$ cat config.mk
export PLATFORM = sky130hd
export DESIGN_NAME = accel_orient_scale_deadband_unit
export DESIGN_NICKNAME = d
export VERILOG_FILES = /design/src/sv/aosd_pkg.sv /design/src/sv/accel_orient_scale_deadband_unit.sv
export SDC_FILE = /design/constraint.sdc
export NUM_CORES = 2
export LEC_CHECK = 0
export BUFFER_PORTS_ARGS = -buffer_cell sky130_fd_sc_hd__buf_4
export CORE_UTILIZATION = 53
export DETAILED_ROUTE_END_ITERATION = 7
export GPL_ROUTABILITY_DRIVEN = 0
export PLACE_DENSITY = 0.68
export SLEW_MARGIN = 5
export SYNTH_ARGS = -nofsm -noshare
export SYNTH_HDL_FRONTEND = slang
export SYNTH_SLANG_ARGS = --single-unit
export TNS_END_PERCENT = 50
$ cat constraint.sdc
create_clock -name clock -period 13.6 [get_ports clock]
set_input_delay 0.68 -clock clock [delete_from_list [all_inputs] [get_ports clock]]
set_output_delay 0.68 -clock clock [all_outputs]
set_load 0.05 [all_outputs]
$ cat src/sv/aosd_pkg.sv
// Shared types and constants for the accelerometer orientation, scale and deadband unit.
// Holds the mounting remap table, the scale constant and the configuration indexes.
// No dependencies.
`timescale 1ns / 1ps

package aosd_pkg;

   // Configuration register indexes.
   localparam logic CSR_MOUNT_ORIENTATION = 1'b0;
   localparam logic CSR_CHANGE_THRESHOLD  = 1'b1;

   localparam int ORIENT_W    = 3;
   localparam int THRESHOLD_W = 25;
   localparam int RAW_W       = 10;
   localparam int ACCEL_W     = 26;
   localparam int PROD_W      = 34;
   localparam int DIFF_W      = ACCEL_W + 1;
   localparam int RES_SHIFT   = 8;

   // Standard gravity in micrometres per second squared, applied per 256 raw counts.
   localparam logic signed [PROD_W-1:0] GRAVITY_UM = 34'sd9806550;
   localparam logic signed [PROD_W-1:0] ROUND_BIAS = 34'sd255;

   // Axis codes used as remap sources.
   localparam logic [1:0] AXIS_X = 2'd0;
   localparam logic [1:0] AXIS_Y = 2'd1;
   localparam logic [1:0] AXIS_Z = 2'd2;

   // One mounting remap: for each output axis, which sample feeds it and whether it is negated.
   typedef struct packed {
      logic [2:0][1:0] src;
      logic [2:0]      neg;
   } remap_type;

   function automatic remap_type remap_lookup(input logic [ORIENT_W-1:0] orient);
      remap_type r;
      r.src = {AXIS_Z, AXIS_Y, AXIS_X};
      r.neg = 3'b000;
      case (orient)
         3'd0: begin
            r.src = {AXIS_Z, AXIS_X, AXIS_Y};
            r.neg = 3'b001;
         end
         3'd1: begin
            r.src = {AXIS_Z, AXIS_Y, AXIS_X};
            r.neg = 3'b000;
         end
         3'd2: begin
            r.src = {AXIS_Z, AXIS_X, AXIS_Y};
            r.neg = 3'b010;
         end
         3'd3: begin
            r.src = {AXIS_Z, AXIS_Y, AXIS_X};
            r.neg = 3'b011;
         end
         3'd4: begin
            r.src = {AXIS_Z, AXIS_X, AXIS_Y};
            r.neg = 3'b100;
         end
         3'd5: begin
            r.src = {AXIS_Z, AXIS_Y, AXIS_X};
            r.neg = 3'b101;
         end
         3'd6: begin
            r.src = {AXIS_Z, AXIS_X, AXIS_Y};
            r.neg = 3'b111;
         end
         3'd7: begin
            r.src = {AXIS_Z, AXIS_Y, AXIS_X};
            r.neg = 3'b110;
         end
         default: begin
            r.src = {AXIS_Z, AXIS_Y, AXIS_X};
            r.neg = 3'b000;
         end
      endcase
      return r;
   endfunction

endpackage

$ cat src/sv/accel_orient_scale_deadband_unit.sv
// Top level of the accelerometer orientation, scale and deadband unit.
// Depends on aosd_pkg for the remap table, the scale constant and the register indexes.
`timescale 1ns / 1ps

// Usage.
// The req_ channel carries one accelerometer frame per request: six raw register bytes in
// req_tdata and the bus read status in req_tuser. The rsp_ channel returns one result per
// request: the three reported axes in micrometres per second squared in rsp_tdata and the
// changed flag in rsp_tuser. The csr_ channel writes the mounting orientation (index 0) and
// the deadband threshold (index 1); it is always ready and must only be used while idle.
// The datapath is three registers deep: an input register, a scale register holding each
// sample times gravity over 256, and the result register, where the remap, the deadband
// compare against the last reported value and the state update happen together.
// One request is accepted every cycle while the receiver keeps taking results; the single
// multiply per axis and the deadband compare each own one stage.
// When the receiver stalls, results stay in the result register and the earlier stages keep
// filling until every stage holds a request; only then does req_tready drop.
// Reset (synchronous, active high) empties the pipeline, clears the last reported values
// to zero and sets both configuration registers to zero.
module accel_orient_scale_deadband_unit (
   input  logic        clock,
   input  logic        reset,
   // Request channel.
   input  logic        req_tvalid,
   output logic        req_tready,
   // Bits from low: x_low_byte, x_high_byte, y_low_byte, y_high_byte, z_low_byte, z_high_byte.
   input  logic [47:0] req_tdata,
   // Bit 0: read_ok.
   input  logic [0:0]  req_tuser,
   // Response channel.
   output logic        rsp_tvalid,
   input  logic        rsp_tready,
   // Bits from low: out_x [25:0], out_y [51:26], out_z [77:52], zero fill [79:78].
   output logic [79:0] rsp_tdata,
   // Bit 0: changed.
   output logic [0:0]  rsp_tuser,
   // Configuration write channel.
   input  logic        csr_valid,
   output logic        csr_ready,
   input  logic        csr_index,
   input  logic [24:0] csr_wdata
);

   localparam int AW = aosd_pkg::ACCEL_W;
   localparam int DW = aosd_pkg::DIFF_W;

   // Configuration registers.
   logic [aosd_pkg::ORIENT_W-1:0]    orient_ff;
   logic [aosd_pkg::THRESHOLD_W-1:0] threshold_ff;

   // Input stage.
   logic        a_valid_ff;
   logic [47:0] a_bytes_ff;
   logic        a_ok_ff;

   // Scale stage: each raw sample already multiplied by gravity over 256.
   logic                           b_valid_ff;
   logic signed [2:0][AW-1:0]      b_scaled_ff;
   logic signed [2:0][AW-1:0]      b_scaled_in;

   // Result stage and last reported values.
   logic                           rsp_valid_ff;
   logic signed [2:0][AW-1:0]      rsp_axes_ff;
   logic signed [2:0][AW-1:0]      rsp_axes_in;
   logic                           rsp_changed_ff;
   logic                           rsp_changed_in;

   logic ready_c;
   logic ready_b;
   logic ready_a;
   logic load_a;
   logic load_b;
   logic load_c;

   // A stage moves forward when the next one is empty or also moving.
   assign ready_c    = !rsp_valid_ff || rsp_tready;
   assign ready_b    = !b_valid_ff || ready_c;
   assign ready_a    = !a_valid_ff || ready_b;
   assign req_tready = ready_a;
   assign load_a     = req_tvalid && ready_a;
   assign load_b     = a_valid_ff && ready_b;
   assign load_c     = b_valid_ff && ready_c;
   assign csr_ready  = 1'b1;

   always_ff @(posedge clock) begin
      if (reset) begin
         orient_ff    <= '0;
         threshold_ff <= '0;
      end else if (csr_valid) begin
         case (csr_index)
            aosd_pkg::CSR_MOUNT_ORIENTATION: orient_ff    <= csr_wdata[aosd_pkg::ORIENT_W-1:0];
            aosd_pkg::CSR_CHANGE_THRESHOLD:  threshold_ff <= csr_wdata;
            default: ;
         endcase
      end
   end

   // Input register.
   always_ff @(posedge clock) begin
      if (reset) begin
         a_valid_ff <= 1'b0;
      end else if (ready_a) begin
         a_valid_ff <= req_tvalid;
      end
   end

   always_ff @(posedge clock) begin
      if (load_a) begin
         a_bytes_ff <= req_tdata;
         a_ok_ff    <= req_tuser[0];
      end
   end

   // Each 16-bit word shifted right arithmetically by 6 keeps its top ten bits. Scaling by
   // gravity over 256 truncates toward zero, so negative products get a bias before the shift.
   always_comb begin
      logic signed [aosd_pkg::RAW_W-1:0]  raw;
      logic signed [aosd_pkg::PROD_W-1:0] prod;
      logic signed [aosd_pkg::PROD_W-1:0] biased;
      for (int i = 0; i < 3; i++) begin
         raw = a_ok_ff ? $signed(a_bytes_ff[16*i+15 -: aosd_pkg::RAW_W]) : '0;
         prod = aosd_pkg::PROD_W'(raw) * aosd_pkg::GRAVITY_UM;
         biased = prod + (prod[aosd_pkg::PROD_W-1] ? aosd_pkg::ROUND_BIAS : '0);
         b_scaled_in[i] = biased[aosd_pkg::RES_SHIFT +: AW];
      end
   end

   always_ff @(posedge clock) begin
      if (reset) begin
         b_valid_ff <= 1'b0;
      end else if (ready_b) begin
         b_valid_ff <= a_valid_ff;
      end
   end

   always_ff @(posedge clock) begin
      if (load_b) begin
         b_scaled_ff <= b_scaled_in;
      end
   end

   // Remap, then deadband against the last reported values. The fresh x is compared as is,
   // although the stored x holds the negated value that was reported.
   always_comb begin
      aosd_pkg::remap_type          map;
      logic signed [2:0][AW-1:0]    data;
      logic signed [DW-1:0]         diff;
      logic        [DW-1:0]         mag;
      logic                         exceed;
      map    = aosd_pkg::remap_lookup(orient_ff);
      exceed = 1'b0;
      for (int i = 0; i < 3; i++) begin
         data[i] = map.neg[i] ? -b_scaled_ff[map.src[i]] : b_scaled_ff[map.src[i]];
         // Elements of a packed array are unsigned, so each axis is sign extended explicitly.
         diff    = DW'($signed(rsp_axes_ff[i])) - DW'($signed(data[i]));
         mag     = diff[DW-1] ? DW'(-diff) : DW'(diff);
         if (mag > DW'(threshold_ff)) begin
            exceed = 1'b1;
         end
      end
      rsp_changed_in = exceed;
      if (exceed) begin
         rsp_axes_in[0] = -data[0];
         rsp_axes_in[1] = data[1];
         rsp_axes_in[2] = data[2];
      end else begin
         rsp_axes_in = rsp_axes_ff;
      end
   end

   // The result register doubles as the last reported state.
   always_ff @(posedge clock) begin
      if (reset) begin
         rsp_valid_ff   <= 1'b0;
         rsp_axes_ff    <= '0;
         rsp_changed_ff <= 1'b0;
      end else begin
         if (ready_c) begin
            rsp_valid_ff <= b_valid_ff;
         end
         if (load_c) begin
            rsp_axes_ff    <= rsp_axes_in;
            rsp_changed_ff <= rsp_changed_in;
         end
      end
   end

   assign rsp_tvalid = rsp_valid_ff;
   assign rsp_tdata  = {2'b00, rsp_axes_ff[2], rsp_axes_ff[1], rsp_axes_ff[0]};
   assign rsp_tuser  = rsp_changed_ff;

endmodule

==> results.cfg <==
[clock_network]
clockBufferDepth = 3
cts-buffers-inserted = 28
cts-root-buf = clkbuf_16
htree_levels = 1
holdBufCountCts = 0
cts.sinks = 224
path_clk_slew_ps = 70
ctsResizeCount = 0
cts_tree = yes
clock_latency_ps = 630
cts_setup_buffers = 0

[placement]
port_buffers = 142
hpwl_mm = 69.4

[critical_path]
cp.required_ps = 14130
crit_arrival_ps = 10770
crit_fanout = 60
worst_path_max_delay_cell = mux2i_1
end_kind = register
ff2ff_path_depth = 39
crit_path_start_kind = register
worst_path_largest_cell_delay_ps = 710
critPathKind = reg -> reg

[global_route]
grt_pass1_wl_mm = 137
grt_max_degree = 79
antenna_found_initial = 0
grt_overflow = 0
grt_usage_pct = 26.9
grt_pass1_vias = 25900

[power_and_ir_drop]
ir_drop_mv = 0.146
total_leakage_power_nw = 16.3
power.density_nw_per_um2 = 233

[finish]
diodes = 0
final_util_pct = 58.3
regArea_sq_um = 5580
area_growth_pct = 8.33
fin_nets = 4629
num-fill-cells = 5491
drive_gt1_share_pct = 7.19
multi_input_area_sq_um = 24900

[synth]
synth_top_area_share_pct = 18.5
synth_most_common_cell = ha_1
ys_warn_count = 0
avgSynthCellArea_sq_um = 8.53
synth_commonest_cells = ha_1, inv_1, nand2_1
postSynthCellCount = 3818
yosysUniqueCellTypes = 104
ys_ff_latch = 224
yosys-top-cells-area = ha_1, fa_1, edfxtp_1
netlist_area_sq_um = 32600
async_reset_ff_share_pct = 0
synth.largest_area_cell = ha_1
synth_flop_cell = dfxtp_1
ys_seq_area_share_pct = 17.1
synth-edff-count = 109

[flow_run]
cap_violations = 0

[sta]
post-route-min-period_ps = 10240
setup_viol = 0
clock.fmax_mhz = 97.6
worst_pin_slew_ps = 1260
setup_tns_ps = 0
hold_viol_final = 0
rsz0062_at_grt = no
clock_skew_ps = 71.3
slew_viol_final = 0
finalCritPeriodShare_pct = 75.3
max_slew_margin_pct = 15.9

[floorplanning]
die_area_sq_um = 62500
die_h_microns = 250
start_util_pct = 53.8
ios = 164
rows = 90
die_w_microns = 250
coreArea_sq_um = 60600

[detailed_routing]
vias = 27300
drtIter0Drc = 1880
viasPerCell = 5.81
wirelength_mm = 85.1
dr.pass1.iters = 6
drc_errors = 0
postRouteAntennaNets = 0
routedWlPerCell_microns = 18.1

[worst_hold_path]
worstHoldPathCells = 1
worstHoldPathType = in -> reg

[run_status]
outcome = complete, no violations
[layout by cell type (no fill, tap or decap), types with 118 or more instances in the layout]
cell type	instances
a21oi_1	190
nand2_1	255
xnor2_1	228
xor2_1	134
ha_1	482
fa_1	168
o21ai_0	153
nor2_1	222
buf_4	155
inv_1	438
nor3_1	118
[final cells by class]
type / count / area share [%]
timing repair buffer: 155 / 3.30
tap: 782 / 2.77
sequential: 224 / 15.8
clock buffer: 31 / 2.05
inverter: 439 / 4.67
multi-input combinational: 3051 / 70.6
clock inverter: 21 / 0.780
[path summary, 6_finish.rpt]
| check | startpoint | endpoint | slack [ps] |
|---|---|---|---|
| setup reg to reg | register | rsp_tdata[55] | 3360 |
| hold / removal | req_tdata[47] | a_bytes_ff[47] | 270 |
| hold reg to reg | threshold_ff[16] | threshold_ff[16] | 460 |
| setup / recovery | register | rsp_tdata[55] | 3360 |
[worst max-delay path: cells and delay by family (launching register included)]
family | cells | cell delay [ps]
buffers and inverters | 2 | 890
AO/OA/AOI/OAI | 20 | 3900
multiplexers | 2 | 1080
adder cells (fa/ha/maj) | 4 | 1320
XOR/XNOR | 1 | 170
flip-flops | 1 | 310
AND/OR/NAND/NOR | 10 | 2410
[sequential cells by signal, indices dropped and copies added (netlist names), 3 cells and up, named ones only]
register and flops:
rsp_tdata 78, a_bytes_ff 30, threshold_ff 25, b_scaled_ff 78, orient_ff 3
[through the flow]
step / hold WS, ps / power (mW) / cells / cell area, sq um / setup slack, ps
2_1_floorplan: 436 / 5.91 / 3819 / 32600 / 4470
3_3_place_gp: 444 / 7.25 / 4651 / 34300 / 3660
3_5_place_dp: 447 / 7.33 / 4651 / 34300 / 3560
4_1_cts: 237 / 8.21 / 4703 / 35300 / 3520
5_1_grt: 240 / 9.02 / 4703 / 35300 / 2640
6_report: 270 / 8.23 / 4703 / 35300 / 3360
[report_power, final]
group	switching [mW]	internal [mW]
Combinational	3.68	2.53
Clock	0.326	0.495
Sequential	0.229	0.970
[logic make-up after synthesis]
kind of cell,count (synthesis),synth area share (%)
simple gates,1093,17.0
compound gates,848,17.4
fa+ha+maj,662,29.2
buf+inv,544,6.49
xor+xnor,373,10.4
flops,224,17.1
mux,72,2.32
other cells,2,0.0231
[layer usage]
metal	share of wire, %	global-route usage (%)	vias to the layer above	routed length (microns)
met2	43	42.6	686	36900
li1	-	-	13700	-
met4	3.3	8.71	0	2830
met5	0	0	-	0
met3	5.4	3.25	126	4620
met1	48	37.9	12800	40700
No activity file was read; power rests on OpenSTA's default activity.
